==> config.mk <==
export PLATFORM = sky130hd
export DESIGN_NAME = ttcs_ctrl
export DESIGN_NICKNAME = d
export VERILOG_FILES = /design/src/rtl/ttcs_pkg.sv /design/src/rtl/ttcs_ctrl.sv
export SDC_FILE = /design/constraint.sdc
export NUM_CORES = 1
export LEC_CHECK = 0
export CORE_AREA = 2 2 39 41
export CTS_CLUSTER_DIAMETER = 120
export DETAILED_ROUTE_END_ITERATION = 8
export DIE_AREA = 0 0 41 43
export DONT_BUFFER_PORTS = 1
export GPL_ROUTABILITY_DRIVEN = 1
export HOLD_SLACK_MARGIN = 0.02
export MAX_ROUTING_LAYER = met4
export PLACE_DENSITY_LB_ADDON = 0.25
export SLEW_MARGIN = 20
export SYNTH_ARGS = -nofsm -noshare
export SYNTH_HDL_FRONTEND = slang
export SYNTH_SLANG_ARGS = --single-unit
==> constraint.sdc <==
create_clock -name i_clk -period 2 [get_ports i_clk]
set_input_delay 0.4 -clock i_clk [delete_from_list [all_inputs] [get_ports i_clk]]
set_output_delay 0.4 -clock i_clk [all_outputs]
set_load 0.005 [all_outputs]
==> src/rtl/ttcs_pkg.sv <==
// ttcs_pkg: shared types, constants and decode helpers for the text terminal core
// used by every file of the block but ttcs_ram, no dependencies
package ttcs_pkg;

    // screen geometry
    localparam int COLUMNS = 64;
    localparam int ROWS    = 16;
    localparam int CELLS   = COLUMNS * ROWS;
    localparam int COL_W   = $clog2(COLUMNS);
    localparam int ROW_W   = $clog2(ROWS);
    localparam int ADDR_W  = $clog2(CELLS);

    // beat field widths
    localparam int CMD_W  = 2;
    localparam int CHAR_W = 8;
    localparam int POS_W  = 10;

    typedef logic [ADDR_W-1:0] t_addr;
    typedef logic [CHAR_W-1:0] t_char;

    // command codes
    localparam logic [CMD_W-1:0] CMD_NONE  = 2'd0;
    localparam logic [CMD_W-1:0] CMD_PUT   = 2'd1;
    localparam logic [CMD_W-1:0] CMD_READ  = 2'd2;
    localparam logic [CMD_W-1:0] CMD_SPARE = 2'd3;

    // character codes
    localparam t_char CODE_LF       = 8'h0a;
    localparam t_char CODE_FF       = 8'h0c;
    localparam t_char CODE_CR       = 8'h0d;
    localparam t_char CODE_LEFT     = 8'h0f;
    localparam t_char CODE_PRINT_LO = 8'h20;
    localparam t_char CODE_PRINT_HI = 8'h7e;
    localparam t_char CODE_ERASE    = 8'h7f;
    localparam t_char BLANK         = 8'h20;

    typedef enum logic [2:0] {
        OP_NONE,
        OP_LF,
        OP_CR,
        OP_FF,
        OP_LEFT,
        OP_ERASE,
        OP_PRINT
    } t_op;

    typedef enum logic [2:0] {
        S_CLEAR,
        S_IDLE,
        S_READ,
        S_SCROLL,
        S_BLANK,
        S_FILL
    } t_state;

    // what the ram sweep does this cycle
    typedef enum logic [1:0] {
        SW_NONE,
        SW_MOVE,
        SW_BLANK,
        SW_ZERO
    } t_sweep;

    typedef struct packed {
        logic   take;
        t_sweep sweep;
        logic   cnt_clr;
        logic   cnt_inc;
        logic   ld_out;
        logic   out_from_ram;
    } t_cmd;

    typedef struct packed {
        logic out_free;
        logic last_row;
        logic at_end;
        logic move_end;
        logic cnt_end;
    } t_status;

    // classify a put code
    function automatic t_op decode_op(input t_char code);
        t_op op;
        op = OP_NONE;
        case (code)
            CODE_LF:    op = OP_LF;
            CODE_CR:    op = OP_CR;
            CODE_FF:    op = OP_FF;
            CODE_LEFT:  op = OP_LEFT;
            CODE_ERASE: op = OP_ERASE;
            default: begin
                if (code inside {[CODE_PRINT_LO:CODE_PRINT_HI]}) begin
                    op = OP_PRINT;
                end
            end
        endcase
        return op;
    endfunction

    // row/column to linear cell index
    function automatic t_addr cell_index(input logic [ROW_W-1:0] row,
                                         input logic [COL_W-1:0] col);
        return t_addr'(row) * t_addr'(COLUMNS) + t_addr'(col);
    endfunction

endpackage

==> src/rtl/ttcs_ctrl.sv <==
// ttcs_ctrl: controller state machine of the text terminal core
// depends on ttcs_pkg; drives ttcs_datapath through t_cmd and reads t_status
module ttcs_ctrl (
    input  logic                         i_clk,
    input  logic                         i_rst_n,
    input  logic                         i_in_valid,
    input  logic [ttcs_pkg::CMD_W-1:0]   i_command,
    input  logic [ttcs_pkg::CHAR_W-1:0]  i_char_code,
    input  ttcs_pkg::t_status            i_status,
    output logic                         o_in_ready,
    output ttcs_pkg::t_cmd               o_cmd
);
    import ttcs_pkg::*;

    t_state r_state;
    t_state n_state;
    t_op    op;
    logic   accept;
    logic   long_op;

    assign op     = decode_op(i_char_code);
    assign accept = i_in_valid && o_in_ready;

    // put codes that need a sweep over the screen
    assign long_op = (i_command == CMD_PUT) &&
                     ((op == OP_FF) ||
                      (op == OP_LF && i_status.last_row) ||
                      (op == OP_PRINT && i_status.at_end));

    // state register, reset starts the clearing sweep
    always_ff @(posedge i_clk) begin
        if (!i_rst_n) begin
            r_state <= S_CLEAR;
        end else begin
            r_state <= n_state;
        end
    end

    // next state
    always_comb begin
        n_state = r_state;
        case (r_state)
            S_CLEAR: begin
                if (i_status.cnt_end) n_state = S_IDLE;
            end
            S_IDLE: begin
                if (accept) begin
                    if (i_command == CMD_READ) begin
                        n_state = S_READ;
                    end else if (long_op) begin
                        n_state = (op == OP_FF) ? S_FILL : S_SCROLL;
                    end
                end
            end
            S_READ:   n_state = S_IDLE;
            S_SCROLL: begin
                if (i_status.move_end) n_state = S_BLANK;
            end
            S_BLANK, S_FILL: begin
                if (i_status.cnt_end) n_state = S_IDLE;
            end
            default:  n_state = S_IDLE;
        endcase
    end

    // outputs
    always_comb begin
        o_in_ready         = 1'b0;
        o_cmd.take         = 1'b0;
        o_cmd.sweep        = SW_NONE;
        o_cmd.cnt_clr      = 1'b0;
        o_cmd.cnt_inc      = 1'b0;
        o_cmd.ld_out       = 1'b0;
        o_cmd.out_from_ram = 1'b0;
        case (r_state)
            S_CLEAR: begin
                o_cmd.sweep   = SW_ZERO;
                o_cmd.cnt_inc = 1'b1;
            end
            S_IDLE: begin
                o_in_ready = i_status.out_free;
                if (accept) begin
                    o_cmd.take    = 1'b1;
                    o_cmd.cnt_clr = 1'b1;
                    o_cmd.ld_out  = (i_command != CMD_READ) && !long_op;
                end
            end
            S_READ: begin
                o_cmd.ld_out       = 1'b1;
                o_cmd.out_from_ram = 1'b1;
            end
            S_SCROLL: begin
                o_cmd.sweep   = SW_MOVE;
                o_cmd.cnt_inc = !i_status.move_end;
            end
            S_BLANK, S_FILL: begin
                o_cmd.sweep   = SW_BLANK;
                o_cmd.cnt_inc = 1'b1;
                o_cmd.ld_out  = i_status.cnt_end;
            end
            default: begin
                o_in_ready = 1'b0;
            end
        endcase
    end

    // a read beat always goes through the ram wait state
    a_read_wait: assert property (@(posedge i_clk) disable iff (!i_rst_n)
        (accept && i_command == CMD_READ) |=> (r_state == S_READ))
        else $error("read beat did not enter ram wait");

    // no beat is taken while a sweep runs
    a_busy_no_take: assert property (@(posedge i_clk) disable iff (!i_rst_n)
        (r_state != S_IDLE) |-> !o_in_ready)
        else $error("beat taken during sweep");

    // a finished clearing sweep returns to idle
    a_clear_done: assert property (@(posedge i_clk) disable iff (!i_rst_n)
        (r_state == S_CLEAR && i_status.cnt_end) |=> (r_state == S_IDLE))
        else $error("clearing sweep did not end");
endmodule

After elaboration in Yosys (flattened, before gate mapping) --
Index checks and enable logic that the tools add are counted.
Word-level totals: bits in registers 3, latch bits 0, bits in writable memories 0, ROM bits 0, input bits 18, output and inout port bits 8, word-level logic and storage cells 54, memories kept 0
Operators by class: add/subtract/negate cells 0, $mul 0, div/mod/pow operators 0, magnitude comparators 2, eq/ne operators 20, shift operators 0, muxes and demuxes 17, bitwise logic cells 0, reduce and logical (&&, ||, !) cells 14
Operators by type and width (number):
- equality test 8 x 4 -> 1 bit (second input constant) | 4
- two-way mux 3 bit | 7
- one-hot mux 3 bit (5 select lines) | 1
- equality test 3 x 2 -> 1 bit (second input constant) | 3
- equality test 3 bit (second input constant) | 3
- one-hot mux 3 bit (3 select lines) | 1
- equality test 8 x 7 -> 1 bit (second input constant) | 1
- greater-or-equal comparator 8 x 6 -> 1 bit (second input constant) | 1
- less-or-equal comparator 8 x 7 -> 1 bit (second input constant) | 1
- equality test 3 x 1 -> 1 bit (second input constant) | 2
- logical AND 1 bit | 6
- != test 2 bit (second input constant) | 3
- one-hot mux 2 bit (3 select lines) | 1
- two-way mux 1 bit | 5
- AND reduction 4 bit | 1
- logical NOT 3 bit | 1
- != test 3 bit (second input constant) | 1
- one-hot mux 1 bit (3 select lines) | 1
- OR reduction 3 bit | 1
- equality test 2 x 1 -> 1 bit (second input constant) | 1
- equality test 2 bit (second input constant) | 1
- logical NOT 1 bit | 2
- logical OR 1 bit | 2
- != test 2 x 1 -> 1 bit (second input constant) | 1
- other kinds (2) | 2

Logic depth before layout (Yosys ltp) --
Gate-level depths: netlist (run 1).
depth after elaboration 13, gate-level depth with buffers 8, depth with buffers taken out 7

Worst setup path after synthesis (run 1) --
Ideal clock, no wire load.
path type in2out, start input i_char_code[5] (netlist name), end output o_cmd[1] (netlist name), data arrival time 1.356 ns, data required time 1.600 ns, slack 0.244 ns, stages on the path 6, path buffers 0, cells stage by stage or2_2 -> o21ai_0 -> o211ai_2 -> a2bb2oi_2 -> nor2_1 -> o31ai_1
RTL lines:
- start: declaration | RTL line ttcs_ctrl.sv:8 | input logic [ttcs_pkg::CHAR_W-1:0] i_char_code,
- end: declaration | RTL line ttcs_ctrl.sv:11 | output ttcs_pkg::t_cmd o_cmd

==> impl_metrics.py, run 1 <==
metrics = {
    "outcome": {
        "outcome": "finished clean",
    },
    "finish": {
        "top_register": "r_state",
        "fin_nets": 73,
        "final_layout_size_suffix_gt1_frac": 0.204,
        "nFillCells": 163,
        "finalNonFillerCells": 70,
        "largest_reg_flops": 3,
        "utilization": 0.305,
        "top_regs": "r_state: 3 flops",
        "multi_input_area_um2": 297,
        "regArea_um2": 60.1,
        "syn_to_final_growth_pct": 7.67,
        "antenna_cells": 0,
        "fin_area_um2": 422,
    },
    "floorplan": {
        "num_rows": 14,
        "initial_utilization": 0.283,
        "fp.dieH_um": 43,
        "io_pins": 26,
        "core_area_um2": 1380,
        "fp.dieW_um": 41,
        "die-area_um2": 1760,
    },
    "place": {
        "io_buffers": 0,
        "place_area_um2": 395,
        "hpwl_um": 744,
        "dp.cells": 66,
        "gp_congestion": 0.624,
    },
    "setup_path": {
        "worstPathMaxFanout": 3,
        "startpoint_type": "input pin",
        "slowest_stage": "or2_2",
        "crit_chain": "or2_2, o21ai_0, o211ai_2, a2bb2oi_2, nor2_1, o31ai_1",
        "path_class": "in -> out",
        "required_ps": 1600,
        "crit_arrival_ps": 1430,
        "rr_worst_depth": 7,
        "end_kind": "output port",
        "max_stage_delay_ps": 280,
    },
    "clock_network": {
        "cts_tree": "built",
        "ctsResizeCount": 0,
        "max-clock-path-buffers": 2,
        "cts.sinks": 3,
        "clockRootBuffer": "clkbuf_4",
        "worst_skew_pair.late_latency_ps": 240,
        "htree_levels": 1,
        "hold_buffers": 0,
        "clkTransAtPathRegs_ps": 40,
        "cts_buffers": 3,
        "cts_setup_buffers": 0,
    },
    "global_route": {
        "overflow": 0,
        "grt_pass1_wl_mm": 1.47,
        "grt_max_degree": 9,
        "grt_usage": 0.128,
        "antenna_found_initial": 0,
        "grt_pass1_vias": 394,
    },
    "timing": {
        "period_minus_slack_ps": 1830,
        "hold_viol_final": 0,
        "timing.setup.tns_ps": 0,
        "rsz0062_at_grt": "false",
        "fin_crit_sh": 0.914,
        "setup_violations": 0,
        "maxSlewViolCount": 0,
        "fmax_mhz": 547,
        "finalClockSkew_ps": 2.30,
        "tightestPinTransition_ps": 297,
        "slew_headroom": 0.800,
        "whs_ps": 277,
    },
    "power": {
        "power.density_nw_per_um2": 570,
        "leakagePower_nw": 0.159,
        "vdd_drop_max_mv": 0.170,
    },
    "hold_path": {
        "hold_class": "in -> reg",
        "holdPathStages": 1,
    },
    "drt": {
        "routedWlPerCell_um": 12.7,
        "vias": 384,
        "drcViolationCount": 0,
        "drt_iter0_drc": 3,
        "wl_um": 886,
        "firstDrtPassIters": 4,
        "drt-vias-per-instance": 5.49,
        "final_antenna_net_count": 0,
    },
    "logic_synthesis": {
        "synth-seq-area-share": 0.153,
        "ys_types": 33,
        "synthCells": 52,
        "synth_nets": 70,
        "synth_area_per_cell_um2": 7.53,
        "synth.cell_area_um2": 392,
        "synth-seq-cells": 3,
        "synth_warnings": 0,
    },
    "job": {
        "cap_violations": 0,
    },
}
[final cells by class]
type | instances | share of cell area
clock buffer | 4 | 0.0623
inverter | 3 | 0.0267
multi-input combinational | 43 | 0.703
sequential | 3 | 0.142
tap | 16 | 0.0475
timing repair buffer | 1 | 0.0178
[final timing paths]
| path | from | end | slack [ps] |
|---|---|---|---|
| hold / removal | i_status[1] | r_state[1] | 280 |
| setup reg to reg | r_state[1] | r_state[0] | 460 |
| hold reg to reg | r_state[2] | r_state[2] | 540 |
| setup / recovery | i_char_code[5] | o_cmd[1] | 170 |
[cell families after synthesis]
| kind of cell | after synthesis | synth area share |
|---|---|---|
| XOR/XNOR | 2 | 0.0447 |
| buffers and inverters | 6 | 0.0894 |
| AO/OA/AOI/OAI | 16 | 0.326 |
| flip-flops | 3 | 0.153 |
| multiplexers | 1 | 0.0256 |
| AND/OR/NAND/NOR | 24 | 0.361 |
[per-layer routing]
layer | routed length, um | track usage | share of wire | up-vias
li1 | - | - | - | 193
met1 | 351 | 0.143 | 0.40 | 168
met2 | 425 | 0.184 | 0.48 | 20
met3 | 95 | 0.0471 | 0.11 | 3
met4 | 14 | 0.0800 | 0.016 | 0
met5 | 0 | - | 0 | -
[cell usage in the layout, fill, tap and decap left out, types with 2 or more instances in the layout]
cell type,instances
nand2_1,4
clkbuf_4,3
nand3_1,2
o21ai_0,3
xor2_1,2
dfxtp_1,3
a21oi_1,3
nor2_1,5
inv_1,3
nand3b_1,3
[worst max-delay path: cells and delay by family]
kind	cells	cell delay [ps]
AO/OA/AOI/OAI	4	680
AND/OR/NAND/NOR	2	340
[synth_stat cells]
cell       number  area share
mux2i_1         1       0.026
nand3_1         2       0.026
o31a_1          1       0.022
and3_4          1       0.029
buf_2           1       0.013
a21o_1          1       0.019
a211o_1         1       0.022
buf_6           1       0.029
o32ai_1         1       0.022
nand2_1         4       0.038
or2_2           1       0.016
nor2_1          5       0.048
or2b_2          1       0.022
nor3_1          1       0.013
and2b_1         1       0.019
dfxtp_1         3        0.15
buf_4           1       0.019
nand2b_1        1       0.016
o41a_1          1       0.029
xor2_1          2       0.045
o21ai_0         3       0.038
o31ai_1         1       0.019
nor2b_2         1       0.022
nand3b_1        3       0.058
o211ai_2        1       0.032
nand4_1         1       0.016
a31oi_1         1       0.016
a2bb2oi_2       1       0.038
inv_1           3       0.029
nor4b_1         1       0.022
a21oi_1         3       0.038
o221a_1         1       0.029
nand2_2         1       0.016
[per-stage QoR]
stage               worst slack [ps]  power, mW
floorplan                        244      0.127
global route                    11.3      0.260
detailed placement               146      0.133
CTS                              145      0.248
global placement                 179      0.132
finish                           173      0.240
[power by group]
group / switching (mW) / internal [mW]
logic: 0.0323 / 0.0304
registers: 0.00463 / 0.0636
clock network: 0.0345 / 0.0750
total: 0.0714 / 0.169
(Power assumes the default switching activity.)
==> inputs of run 2 (changes only) <==
--- a/config.mk
+++ b/config.mk
@@ -11,6 +11,7 @@
 export DIE_AREA = 0 0 41 43
 export DONT_BUFFER_PORTS = 1
 export GPL_ROUTABILITY_DRIVEN = 1
+export GPL_TIMING_DRIVEN = 0
 export HOLD_SLACK_MARGIN = 0.02
 export MAX_ROUTING_LAYER = met4
 export PLACE_DENSITY_LB_ADDON = 0.25
==> impl_metrics.py, run 2 (same netlist as run 1, synthesis figures left out) <==
metrics = {
    "drt": {
        "firstDrtPassIters": 4,
        "drt-vias-per-instance": 5.43,
        "drt_iter0_drc": 11,
        "drcViolationCount": 0,
        "vias": 391,
        "final_antenna_net_count": 0,
        "wl_um": 876,
        "routedWlPerCell_um": 12.2,
    },
    "timing": {
        "finalClockSkew_ps": 3.45,
        "setup_violations": 0,
        "timing.setup.tns_ps": 0,
        "fin_crit_sh": 0.934,
        "hold_viol_final": 0,
        "rsz0062_at_grt": "false",
        "worst_slack_ps": 133,
        "tightestPinTransition_ps": 311,
        "maxSlewViolCount": 0,
        "slew_headroom": 0.791,
        "period_minus_slack_ps": 1870,
        "fmax_mhz": 535,
    },
    "global_route": {
        "grt_usage": 0.103,
        "grt_pass1_vias": 322,
        "grt_max_degree": 10,
        "overflow": 0,
        "grt_pass1_wl_mm": 1.14,
        "antenna_found_initial": 0,
    },
    "finish": {
        "largest_reg_flops": 3,
        "final_layout_size_suffix_gt1_frac": 0.232,
        "mostFrequentLayoutCell": "nor2_1",
        "layout_common_cells": "nor2_1 (5), nand2_1 (4)",
        "fin_nets": 75,
        "syn_to_final_growth_pct": 11.8,
        "antenna_cells": 0,
        "top_regs": "r_state: 3 flops",
        "top_register": "r_state",
    },
    "floorplan": {
        "num_rows": 14,
        "fp.dieH_um": 43,
        "io_pins": 26,
        "fp.dieW_um": 41,
        "initial_utilization": 0.283,
        "core_area_um2": 1380,
        "die-area_um2": 1760,
    },
    "place": {
        "gp_congestion": 0.631,
        "hpwl_um": 696,
        "io_buffers": 0,
        "post-place-ws_ps": 150,
    },
    "clock_network": {
        "cts.sinks": 3,
        "htree_levels": 1,
        "cts_tree": "built",
        "max-clock-path-buffers": 2,
        "cts_setup_buffers": 0,
        "cts_buffers": 3,
        "clkTransAtPathRegs_ps": 40,
        "clockRootBuffer": "clkbuf_4",
        "worst_skew_pair.late_latency_ps": 240,
        "hold_buffers": 0,
        "ctsResizeCount": 0,
    },
    "setup_path": {
        "rrSetupSlack_ps": 400,
        "startpoint_type": "flop",
        "max_stage_delay_ps": 370,
        "rr_endpoint": "r_state[0]",
        "crit_chain": "nor2b_2, buf_6, and3_4, nand2_2, o31ai_1",
        "critPathLaunch": "r_state[0]",
        "path_class": "reg -> out",
        "end_kind": "output port",
        "critical_path.reg2reg.startpoint": "r_state[0]",
        "crit_end": "o_cmd[1]",
        "required_ps": 1600,
        "rr_worst_depth": 6,
        "crit_arrival_ps": 1470,
        "worstPathMaxFanout": 9,
        "slowest_stage": "dfxtp_1",
    },
    "hold_path": {
        "hold_class": "in -> reg",
    },
    "power": {
        "finalPower_mw": 0.246,
        "leakagePower_nw": 0.171,
        "vdd_drop_max_mv": 0.259,
        "power.density_nw_per_um2": 562,
    },
    "job": {
        "cap_violations": 0,
    },
    "outcome": {
        "outcome": "finished clean",
    },
}
## run 2: cell count changes in the layout (fill, tap and decap cells not counted)
cell	previous run	this run
buf_2	0	1
buf_6	0	1
## run 2: routing by layer
layer	GRT usage	routed length (um)	up-vias
met4	0.0600	10	0
met2	0.141	404	20
met5	-	0	-
met3	0.0628	112	2
met1	0.108	348	170
li1	-	-	199
## run 2: worst min path at each step
stage	start	to	cells after the start
global route	i_status[1]	r_state[1]	1
floorplan	r_state[2]	r_state[2]	2
CTS	i_status[1]	r_state[1]	1
detailed placement	r_state[2]	r_state[2]	2
finish	i_status[1]	r_state[1]	1
global placement	r_state[2]	r_state[2]	2
## run 2: final cells by class
type | instances | area (um2)
buffer | 3 | 23.8
fill | 169 | 946
sequential | 3 | 60.1
inverter | 3 | 11.3
clock buffer | 4 | 26.3
tap | 16 | 20.0
multi-input combinational | 43 | 297
## run 2: report_power, final
group	internal (mW)	switching (mW)
logic	0.0334	0.0343
registers	0.0636	0.00261
clock network	0.0751	0.0372
total	0.172	0.0741
## run 2: worst max-delay path: cells and delay by family (launching register included)
kind	cells	cell delay, ps
AND/OR/NAND/NOR	3	430
flip-flops	1	370
AO/OA/AOI/OAI	1	300
buffers and inverters	1	130
## run 2: per-stage QoR
| stage | hold WS (ps) | instance area (um2) | utilization | std cells |
|---|---|---|---|---|
| 6_report | 282 | 438 | 0.316 | 72 |
| 3_5_place_dp | 518 | 412 | 0.297 | 68 |
| 3_3_place_gp | 522 | 412 | 0.297 | 68 |
| 2_1_floorplan | 487 | 392 | - | 52 |
| 4_1_cts | 275 | 438 | 0.316 | 72 |
| 5_1_grt | 278 | 438 | 0.316 | 72 |
==> inputs of run 3 (changes only) <==
--- a/config.mk
+++ b/config.mk
@@ -5,6 +5,8 @@
 export SDC_FILE = /design/constraint.sdc
 export NUM_CORES = 1
 export LEC_CHECK = 0
+export CELL_PAD_IN_SITES_DETAIL_PLACEMENT = 0
+export CELL_PAD_IN_SITES_GLOBAL_PLACEMENT = 1
 export CORE_AREA = 2 2 39 41
 export CTS_CLUSTER_DIAMETER = 120
 export DETAILED_ROUTE_END_ITERATION = 8
==> impl_metrics.py, run 3 (same netlist as run 1, synthesis figures left out) <==
metrics = {
    "timing": {
        "tightestPinTransition_ps": 319,
        "period_minus_slack_ps": 1870,
        "fmax_mhz": 535,
        "timing.setup.tns_ps": 0,
        "fin_crit_sh": 0.934,
        "slew_headroom": 0.786,
        "finalClockSkew_ps": 4.25,
        "maxSlewViolCount": 0,
        "hold_viol_final": 0,
        "whs_ps": 296,
        "rsz0062_at_grt": "false",
        "setup_violations": 0,
    },
    "hold_path": {
        "hold_class": "in -> reg",
        "holdPathStages": 1,
    },
    "finish": {
        "top_register": "r_state",
        "fin_nets": 75,
        "nFillCells": 169,
        "mostFrequentLayoutCell": "nor2_1",
        "syn_to_final_growth_pct": 11.8,
        "utilization": 0.316,
        "largest_reg_flops": 3,
        "layout_common_cells": "nor2_1 (5), nand2_1 (4)",
        "top_regs": "r_state: 3 flops",
        "antenna_cells": 0,
        "final_layout_size_suffix_gt1_frac": 0.232,
    },
    "clock_network": {
        "clkTransAtPathRegs_ps": 40,
        "max-clock-path-buffers": 2,
        "cts_setup_buffers": 0,
        "cts_tree": "built",
        "worst_skew_pair.late_latency_ps": 230,
        "cts.sinks": 3,
        "htree_levels": 1,
        "ctsResizeCount": 0,
        "clockRootBuffer": "clkbuf_4",
        "hold_buffers": 0,
        "cts_buffers": 3,
    },
    "place": {
        "hpwl_um": 740,
        "io_buffers": 0,
        "gp_congestion": 0.588,
    },
    "global_route": {
        "overflow": 0,
        "grt_pass1_wl_mm": 1.36,
        "grt_max_degree": 10,
        "antenna_found_initial": 0,
        "grt_pass1_vias": 385,
        "grt_usage": 0.114,
    },
    "power": {
        "power.density_nw_per_um2": 543,
        "power_switching_mw": 0.0660,
        "p_int_mw": 0.172,
        "swShare": 0.278,
        "leakagePower_nw": 0.171,
        "power_frac_comb": 0.285,
        "clockPowerShare": 0.435,
        "power_frac_seq": 0.279,
        "vdd_drop_max_mv": 0.236,
    },
    "drt": {
        "final_antenna_net_count": 0,
        "m1WireLength_um": 357,
        "drcViolationCount": 0,
        "drt_iter0_drc": 2,
        "firstDrtPassIters": 2,
        "routedWlPerCell_um": 12.2,
        "wl_um": 880,
        "wl_met3_um": 82,
        "wl_met2_um": 440,
        "vias": 386,
        "drt-vias-per-instance": 5.36,
        "routed.top_layer": "met3",
    },
    "setup_path": {
        "required_ps": 1600,
        "crit_chain": "nor2b_2, buf_6, and3_4, nand2_2, o31ai_1",
        "crit_arrival_ps": 1470,
        "slowest_stage": "dfxtp_1",
        "path_class": "reg -> out",
        "startpoint_type": "flop",
        "rr_worst_depth": 6,
        "worstPathMaxFanout": 9,
        "max_stage_delay_ps": 370,
        "end_kind": "output port",
    },
    "floorplan": {
        "io_pins": 26,
        "initial_utilization": 0.283,
        "fp.dieW_um": 41,
        "fp.dieH_um": 43,
        "num_rows": 14,
        "core_area_um2": 1380,
        "die-area_um2": 1760,
    },
    "job": {
        "cap_violations": 0,
    },
    "outcome": {
        "outcome": "finished clean",
    },
}
run 3: cell counts in the layout (fill, tap and decap cells not counted):
Identical to the previous run, type by type.
run 3: through the flow:
stage / std cells / instance area (um2) / setup slack (ps) / power (mW)
after global routing: 72 / 438 / 51.3 / 0.256
after global placement: 68 / 412 / 149 / 0.137
after detailed placement: 68 / 412 / 141 / 0.137
final: 72 / 438 / 132 / 0.238
after floorplan: 52 / 392 / 244 / 0.127
after CTS: 72 / 438 / 108 / 0.243
run 3: critical path: cells and delay by family (launching register included):
family | cells | cell delay [ps]
AND/OR/NAND/NOR | 3 | 430
buffers and inverters | 1 | 130
AO/OA/AOI/OAI | 1 | 300
flip-flops | 1 | 370
run 3: layer usage:
layer,global-route usage,vias up
li1,-,198
met1,0.127,172
met2,0.172,16
met3,0.0366,0
met4,0.0600,0
met5,-,-
run 3: final timing paths:
kind / start / to / slack (ps)
worst min register to register: r_state[2] / r_state[2] / 530
worst max register to register: r_state[0] / r_state[0] / 380
worst min-delay path: i_status[1] / r_state[1] / 300
worst max-delay path: r_state[0] / o_cmd[1] / 130
run 3: power by group through the flow:
stage	Combinational (mW)	Clock, mW	Sequential, mW
after floorplan	0.0602	0	0.0667
after global placement	0.0693	0	0.0673
after detailed placement	0.0693	0	0.0673
after CTS	0.0694	0.107	0.0665
after global routing	0.0757	0.113	0.0669
final	0.0678	0.103	0.0664
run 3: layout make-up:
cell class | instances | area [um2] | area share
Buffer | 3 | 23.8 | 0.0543
Clock buffer | 4 | 26.3 | 0.0600
Inverter | 3 | 11.3 | 0.0257
Multi-Input combinational cell | 43 | 297 | 0.677
Sequential cell | 3 | 60.1 | 0.137
Tap cell | 16 | 20.0 | 0.0457
